### config.mk
export PLATFORM = sky130hd
export DESIGN_NAME = gb12_cell
export DESIGN_NICKNAME = d
export VERILOG_FILES = /design/src/sv/gaussian_blur_12x12_rgb_assert.svh /design/src/sv/gb12_pkg.sv /design/src/sv/gb12_cell.sv
export SDC_FILE = /design/constraint.sdc
export NUM_CORES = 2
export LEC_CHECK = 0
export BUFFER_PORTS_ARGS = -buffer_cell sky130_fd_sc_hd__buf_2
export CORE_MARGIN = 2
export CORE_UTILIZATION = 55
export CTS_CLUSTER_DIAMETER = 80
export DETAILED_ROUTE_END_ITERATION = 8
export PLACE_DENSITY = 0.73
export SYNTH_ARGS = -nofsm -noshare
export SYNTH_HDL_FRONTEND = slang
export SYNTH_SLANG_ARGS = --single-unit
### constraint.sdc
create_clock -name i_clk -period 11.15 [get_ports i_clk]
set_input_delay 0.5575 -clock i_clk [delete_from_list [all_inputs] [get_ports i_clk]]
set_output_delay 0.5575 -clock i_clk [all_outputs]
set_load 0.005 [all_outputs]
### src/sv/gaussian_blur_12x12_rgb_assert.svh
// ----------------------------------------------------------------------------
// gaussian blur assertion macros
// shared concurrent assertion helpers, clocked on i_clk, reset i_rst_n
// ----------------------------------------------------------------------------
`ifndef GAUSSIAN_BLUR_12X12_RGB_ASSERT_SVH
`define GAUSSIAN_BLUR_12X12_RGB_ASSERT_SVH
`ifndef ASSERT_OFF
// same-cycle implication
`define GB_ASSERT_IMP(lbl, a, b) \
    lbl: assert property (@(posedge i_clk) disable iff (!i_rst_n) (a) |-> (b)) \
        else $error("assertion failed");
// next-cycle implication
`define GB_ASSERT_NEXT(lbl, a, b) \
    lbl: assert property (@(posedge i_clk) disable iff (!i_rst_n) (a) |=> (b)) \
        else $error("assertion failed");
`else
`define GB_ASSERT_IMP(lbl, a, b)
`define GB_ASSERT_NEXT(lbl, a, b)
`endif
`endif

### src/sv/gb12_pkg.sv
// ----------------------------------------------------------------------------
// gb12_pkg
// constants, types and the weight table of the 12x12 gaussian blur
// ----------------------------------------------------------------------------
`default_nettype none
package gb12_pkg;

    localparam int KSIZE     = 12;
    localparam int KLO       = KSIZE / 2;
    localparam int KHI       = KSIZE - 1 - KLO;
    localparam int LINES     = KSIZE - 1;
    localparam int MAX_WIDTH = 2048;
    localparam int COL_W     = 11;
    localparam int ROW_W     = 12;
    localparam int CFG_W     = 12;
    localparam int PIX_W     = 24;
    localparam int WGT_W     = 12;
    localparam int PROD_W    = 20;
    localparam int CACC_W    = 23;
    localparam int TACC_W    = 26;
    localparam int STEP_W    = 4;
    localparam int BASE_W    = 4;

    localparam logic [CFG_W-1:0] WIDTH_RESET  = 12'd640;
    localparam logic [CFG_W-1:0] HEIGHT_RESET = 12'd480;

    localparam logic REG_WIDTH  = 1'b0;
    localparam logic REG_HEIGHT = 1'b1;

    localparam logic [WGT_W-1:0] WEIGHT_TBL [0:72] = '{
        12'd2608, 12'd2301, 12'd2031, 12'd1792, 12'd1582, 12'd1396, 12'd1232, 12'd1087,
        12'd959, 12'd847, 12'd747, 12'd659, 12'd582, 12'd513, 12'd453, 12'd400,
        12'd353, 12'd311, 12'd275, 12'd243, 12'd214, 12'd189, 12'd167, 12'd147,
        12'd130, 12'd115, 12'd101, 12'd89, 12'd79, 12'd69, 12'd61, 12'd54,
        12'd48, 12'd42, 12'd37, 12'd33, 12'd29, 12'd26, 12'd23, 12'd20,
        12'd18, 12'd16, 12'd14, 12'd12, 12'd11, 12'd9, 12'd8, 12'd7,
        12'd6, 12'd6, 12'd5, 12'd4, 12'd4, 12'd3, 12'd3, 12'd3,
        12'd2, 12'd2, 12'd2, 12'd2, 12'd1, 12'd1, 12'd1, 12'd1,
        12'd1, 12'd1, 12'd1, 12'd1, 12'd1, 12'd0, 12'd0, 12'd0,
        12'd0
    };

    typedef enum logic [2:0] {
        ST_IDLE,
        ST_READ,
        ST_MAC,
        ST_SUM,
        ST_EMIT_B,
        ST_EMIT_C
    } t_state;

    typedef struct packed {
        logic              shift;
        logic              rot;
        logic              clr;
        logic              mac;
        logic              pass;
        logic [STEP_W-1:0] step;
    } t_cell_ctrl;

    typedef logic [2:0][CACC_W-1:0] t_acc;

    // weight for window row wr, column wc
    function automatic logic [WGT_W-1:0] weight_at(input logic [STEP_W-1:0] wr,
                                                   input logic [STEP_W-1:0] wc);
        logic [STEP_W-1:0] ax;
        logic [STEP_W-1:0] ay;
        logic [6:0]        d2;
        ax = (wc >= STEP_W'(KLO)) ? wc - STEP_W'(KLO) : STEP_W'(KLO) - wc;
        ay = (wr >= STEP_W'(KLO)) ? wr - STEP_W'(KLO) : STEP_W'(KLO) - wr;
        d2 = 7'({3'b0, ax} * {3'b0, ax}) + 7'({3'b0, ay} * {3'b0, ay});
        return WEIGHT_TBL[d2];
    endfunction

endpackage
`default_nettype wire

### src/sv/gb12_cell.sv
// ----------------------------------------------------------------------------
// gb12_cell
// one window row: twelve pixels, a rotating multiply-accumulate per channel
// ----------------------------------------------------------------------------
`default_nettype none
module gb12_cell
    import gb12_pkg::*;
(
    input  wire logic              i_clk,
    input  wire logic              i_rst_n,
    input  wire t_cell_ctrl        i_ctrl,
    input  wire logic [STEP_W-1:0] i_row_idx,
    input  wire logic [PIX_W-1:0]  i_pix,
    input  wire t_acc              i_acc,
    output t_acc                   o_acc
);

    logic [PIX_W-1:0] r_pix [KSIZE];
    logic [PIX_W-1:0] n_pix [KSIZE];
    t_acc             r_acc;
    t_acc             n_acc;
    logic [WGT_W-1:0] w;

    assign w = weight_at(i_row_idx, i_ctrl.step);

    always_comb begin
        for (int k = 0; k < KSIZE; k++) begin
            n_pix[k] = r_pix[k];
        end
        if (i_ctrl.shift || i_ctrl.rot) begin
            for (int k = 0; k < KSIZE - 1; k++) begin
                n_pix[k] = r_pix[k+1];
            end
            n_pix[KSIZE-1] = i_ctrl.shift ? i_pix : r_pix[0];
        end
    end

    // head pixel is original column i_ctrl.step while rotating
    always_comb begin
        n_acc = r_acc;
        if (i_ctrl.clr) begin
            n_acc = '0;
        end else if (i_ctrl.mac) begin
            for (int ch = 0; ch < 3; ch++) begin
                n_acc[ch] = r_acc[ch] + CACC_W'(PROD_W'(r_pix[0][ch*8 +: 8]) * PROD_W'(w));
            end
        end else if (i_ctrl.pass) begin
            n_acc = i_acc;
        end
    end

    always_ff @(posedge i_clk) begin
        if (!i_rst_n) begin
            for (int k = 0; k < KSIZE; k++) begin
                r_pix[k] <= '0;
            end
            r_acc <= '0;
        end else begin
            r_pix <= n_pix;
            r_acc <= n_acc;
        end
    end

    assign o_acc = r_acc;

endmodule
`default_nettype wire

# [Word level (Yosys, flattened, before mapping)]
# Memories as Yosys holds them, arrays and structs flattened.
# Cells that the tools add are included.
[word_totals] rom_bits=1536 output_inout_bits=69 register_bits=357 n_memories=1 mem_bits_rw=0 inputBits=108 word_cells=44 latch_bits=0
[memory_table] name="(no name shown)" words=128 width=12 read_ports=1 rd_clocked_by_memory_dff=0 write_ports=0 line="gb12_pkg.sv:72" text="return WEIGHT_TBL[d2];"
[op_classes] bitwise=2 mul=5 div=0 n_eq_ne=0 n_reduce_logical=3 n_mux=7 n_shift=0 n_addsub=8 magnitude_cmp=3
[ops] operator="69-bit 2-to-1 mux" count=2
[ops] operator="23-bit by 20-bit adder with 23-bit output" count=3
[ops] operator="8-bit by 12-bit multiplier with 20-bit output" count=3
[ops] operator="12-bit 2-to-1 mux" count=2
[ops] operator="24-bit 2-to-1 mux" count=1
[ops] operator="4-bit by 4-bit multiplier with 7-bit output" count=2
[ops] operator="4-bit by 3-bit greater-or-equal comparator with 1-bit output (second input constant)" count=2
[ops] operator="8-bit greater-or-equal comparator (second input constant)" count=1
[ops] operator="4-bit 2-to-1 mux" count=2
[ops] operator="7-bit NOT with 8-bit output" count=1
[ops] operator="3-bit by 4-bit subtractor with 4-bit output (first input constant)" count=2
[ops] operator="4-bit by 3-bit subtractor with 4-bit output (second input constant)" count=2
[ops] operator="7-bit adder" count=1
[ops] operator="2-bit nonzero test" count=1
[ops] operator="2-bit OR reduction" count=1
[ops] operator="1-bit logical OR" count=1
[ops] operator="1-bit NOT" count=1

# [Depth between registers and ports, before layout]
[logic_depth] depth_word=11 mapped_depth=41 mapped_depth_nobuf=39

# [Least setup slack after synthesis]
# OpenSTA, ideal clock, no wires.
[synth_timing] path_kind="input port to flip-flop" start="input i_ctrl[0] in the netlist's numbering" end="register r_acc (netlist bit o_acc[19])" arrival_ps=9645 cell_stages=34 setup_ps=62 path_buffers=2 setup_slack_ps=1443 cell_sequence="inv_1 -> ha_1 -> o21ai_1 -> mux2i_1 -> and2_1 -> nand2b_1 -> fa_1 -> fa_1 -> fa_1 -> fa_1 -> inv_1 -> ha_1 -> fa_1 -> xnor2_1 -> clkbuf_1 -> o311ai_0 -> a211oi_4 -> buf_4 -> nand2_1 -> fa_1 -> fa_1 -> inv_1 -> fa_1 -> inv_1 -> fa_1 -> inv_1 -> ha_1 -> a21o_1 -> a21oi_1 -> a21oi_1 -> o211ai_1 -> nor3_1 -> or4_1 -> nand3_1"
[synth_via] elab_chain_cells=11
[synth_lines] element="start, declared" line="gb12_cell.sv:11" text="input wire t_cell_ctrl i_ctrl,"
[synth_lines] element="3-bit by 4-bit subtractor with 4-bit output, or another cell as far along" line="gb12_pkg.sv:69" text="ax = (wc >= STEP_W'(KLO)) ? wc - STEP_W'(KLO) : STEP_W'(KLO) - wc;"
[synth_lines] element="4-bit 2-to-1 mux *" line="gb12_pkg.sv:69"
[synth_lines] element="4-bit by 4-bit multiplier with 7-bit output *" line="gb12_pkg.sv:71" text="d2 = 7'({3'b0, ax} * {3'b0, ax}) + 7'({3'b0, ay} * {3'b0, ay});"
[synth_lines] element="7-bit adder *" line="gb12_pkg.sv:71"
[synth_lines] element="7-bit NOT with 8-bit output (implied by the code) *" line="gb12_pkg.sv:72"
[synth_lines] element="memory read 128 x 12 bit *"
[synth_lines] element="12-bit 2-to-1 mux (implied by the code) * (2 in series)" line="gb12_pkg.sv:72"
[synth_lines] element="8-bit by 12-bit multiplier with 20-bit output *" line="gb12_cell.sv:45" text="n_acc[ch] = r_acc[ch] + CACC_W'(PROD_W'(r_pix[0][ch*8 +: 8]) * PROD_W'(w));"
[synth_lines] element="23-bit by 20-bit adder with 23-bit output *" line="gb12_cell.sv:45"
[synth_lines] element="69-bit 2-to-1 mux *" line="gb12_cell.sv:43" text="end else if (i_ctrl.mac) begin"
[synth_lines] element="end signal, assigned" line="gb12_cell.sv:60" text="r_acc <= n_acc;"
[synth_lines] element="end, declared" line="gb12_cell.sv:20" text="t_acc r_acc;"
# Every way passes the cells marked *; elsewhere a longest branch is shown, timed or not. The select of a mux whose other input is x is not followed.
# A chain may end at the register's enable or synchronous reset.

# [Final worst setup path]
[layout_timing] start="input i_ctrl[0] in the netlist's numbering" end="register r_acc (netlist bit o_acc[68])"
# The elaborated chain is that of the path after synthesis.

==> results_dict.tcl <==
set metrics [dict create \
    hold_depth 3 \
    cp-end-kind "register" \
    power_frac_seq_pct 29.7 \
    critical_path_arrival_ps 10660 \
    synthTopCellsByArea "dfxtp_1 (26%), fa_1 (18%), nand2_1 (10%)" \
    p_int_mw 2.50 \
    vias 21900 \
    grt_pass1_vias 22000 \
    synth_area_mm2 0.0270 \
    reg2reg_to "o_acc[18]" \
    path_clk_slew_ps 60 \
    fin_crit_ps 10270 \
    routed_wl_mm 66.9 \
    slowest_delay_ps 790 \
    path_buf_inv 7 \
    cts_hold_buf 0 \
    slew_headroom_pct 25.7 \
    drtIter0Drc 1338 \
    period_share_pct 92.1 \
    power.density_mw_per_mm2 149 \
    reg2reg_depth 17 \
    yosys.cell_types.count 76 \
    netlist_top_cells_count "nand2_1 (740), inv_1 (425), dfxtp_1 (357)" \
    initial_core_util_pct 55.5 \
    ys_seq_area_share_pct 26.4 \
    firstDrtPassIters 5 \
    synth-seq-cells 357 \
    pwr-share-clk_pct 29.2 \
    drc 0 \
    io_buffers 176 \
    fillers 4302 \
    synth_edf_count 0 \
    finalInstanceArea_mm2 0.0295 \
    hold_viol 0 \
    rsz0062_at_grt "no" \
    grt_max_degree 115 \
    syn_nets 3833 \
    crit_required_ps 11540 \
    setup.worst_path.class "in2reg" \
    crit_path_start_kind "input port" \
    layout.nets 3874 \
    cts_resized 0 \
    htree_levels 2 \
    grt_usage_pct 26.8 \
    areaGrowthSynthToFinish_pct 9.01 \
    cts_root_buffer "clkbuf_16" \
    overflow 0 \
    hpwlAfterDp_mm 49.7 \
    core_mm2 0.0487 \
    antenna_found_initial 3 \
    dieHeight_um 226 \
    dieArea_mm2 0.0510 \
    clockBufferDepth 3 \
    status "finished, final reports clean" \
    hold_class "in2reg" \
    critPathTopFamily "adder cells" \
    synth-async-reset-ratio_pct 0 \
    min_to "o_acc[13]" \
    num_rows 81 \
    fin_skew_ps 22.3 \
    drv_slew 0 \
    ioPinCount 177 \
    drive_gt1_share_pct 8.87 \
    die_w_um 226 \
    yosys_warnings 0 \
    cts_tree "built" \
    clock_latency_ps 560 \
    vias_per_cell 5.39 \
    sw_frac_of_total_pct 43.0 \
    ant_nets 0 \
    grt_pass1_wl_mm 110 \
    post-route-util_pct 60.5 \
    max-cap-violations 0 \
    routedWlPerCell_um 16.5 \
    fmax_ghz 0.0973 \
    synth_area_per_cell_um2 8.14 \
    ff2ff_setup_slack_ps 5660 \
    cp_common_cell "fa_1" \
    ys.flop_type "dfxtp_1" \
    multi_input_area_mm2 0.0175 \
    syn_inst 3323 \
    cts.sinks 357 \
    tns_ps 0 \
    vdd_drop_max_mv 0.209 \
    finalSetupViolCount 0 \
    cts_setup_buffers 0 \
    synth_most_common_cell "nand2_1" \
    hp-start "i_acc[13]" \
    yosysTopAreaCell "dfxtp_1" \
    r2r_start "r_pix[264]" \
    p_comb_share_pct 41.1 \
    crit_slowest_cell "a211oi_4" \
    power_switching_mw 1.89 \
    cp_max_fo 14 \
    synth_top_area_share_pct 26.4 \
    routabilityCongestion 0.916 \
    regArea_mm2 0.00715 \
    leakage_nw 13.2 \
    numCtsBuffers 40 \
    placed_area_mm2 0.0282 \
    tightest_slew_ps 1110 \
]
[cell usage in the layout, fill, tap and decap left out, drive strengths merged, types with 9 or more instances in the layout]
| cell type | netlist | routed |
|---|---|---|
| nand2 | 740 | 740 |
| inv | 425 | 429 |
| dfxtp | 357 | 357 |
| a21boi | 266 | 266 |
| fa | 245 | 245 |
| buf | 36 | 213 |
| nor2 | 174 | 174 |
| ha | 157 | 157 |
| and2 | 118 | 118 |
| a21oi | 94 | 94 |
| o21ai | 82 | 82 |
| mux2i | 64 | 64 |
| clkbuf | 178 | 56 |
| nand3 | 52 | 52 |
| a211oi | 48 | 48 |
| a21o | 34 | 34 |
| nor2b | 27 | 27 |
| xnor2 | 25 | 25 |
| nor3 | 17 | 17 |
| xor2 | 15 | 15 |
| and3 | 14 | 14 |
| o21a | 13 | 13 |
| o22ai | 13 | 13 |
| nand2b | 13 | 13 |
| o21bai | 11 | 11 |
| o211ai | 10 | 10 |
| mux2 | 9 | 9 |
| a311oi | 9 | 9 |
[area by class of cell]
class / instances / share of cell area, %
Timing Repair Buffer: 213 / 3.97
Multi-Input combinational cell: 2327 / 59.3
Clock buffer: 56 / 3.67
Sequential cell: 357 / 24.2
Inverter: 425 / 5.41
Clock inverter: 16 / 0.632
Tap cell: 664 / 2.82
Antenna cell: 1 / 0.00849
[metal layers]
metal / vias up / GRT usage [%] / wire (um)
li1: 10700 / - / -
met4: 4 / 8.48 / 1830
met1: 10600 / 32.9 / 28100
met5: - / 0 / 28
met3: 139 / 5.40 / 3830
met2: 520 / 47.3 / 33200
[logic make-up after synthesis]
| family | share of synthesized area [%] |
|---|---|
| simple gates | 18.6 |
| buf+inv | 9.06 |
| compound gates | 16.3 |
| fa+ha+maj | 25.4 |
| flops | 26.4 |
| mux | 2.83 |
| xor+xnor | 1.38 |
[registers in the layout, summed over array words and instances (netlist names)]
| register | cells |
|---|---|
| r_pix | 288 |
| o_acc | 69 |
[stage by stage]
| stage | worst slack (ps) | hold WS, ps | total power [mW] | std cells |
|---|---|---|---|---|
| finish | 877 | 289 | 4.39 | 4059 |
| global route | 318 | 280 | 4.61 | 4058 |
| CTS | 935 | 263 | 4.40 | 4058 |
| detailed placement | 372 | 455 | 3.11 | 3986 |
| global placement | 573 | 448 | 3.09 | 3986 |
| floorplan | 1440 | 441 | 2.52 | 3323 |
[worst min-delay path: stages]
cell and delay (ps):
buf_2 80, mux2i_1 60, o22ai_1 110
[worst max-delay path by stage]
stage	endpoint	start	slack, ps	cells past startpoint
3_3_place_gp	o_acc[38]	i_ctrl[0]	570	36
6_report	o_acc[68]	i_ctrl[0]	880	37
2_1_floorplan	o_acc[19]	i_ctrl[0]	1440	34
5_1_grt	o_acc[38]	i_ctrl[0]	320	36
4_1_cts	o_acc[38]	i_ctrl[0]	930	36
3_5_place_dp	o_acc[38]	i_ctrl[0]	370	36
[power groups by stage]
stage | Sequential (mW) | Combinational [mW] | Clock (mW)
2_1_floorplan | 1.33 | 1.19 | 0
3_3_place_gp | 1.33 | 1.76 | 0
3_5_place_dp | 1.33 | 1.78 | 0
4_1_cts | 1.31 | 1.78 | 1.31
5_1_grt | 1.31 | 1.94 | 1.37
6_report | 1.31 | 1.81 | 1.28
(Power assumes the default switching activity.)
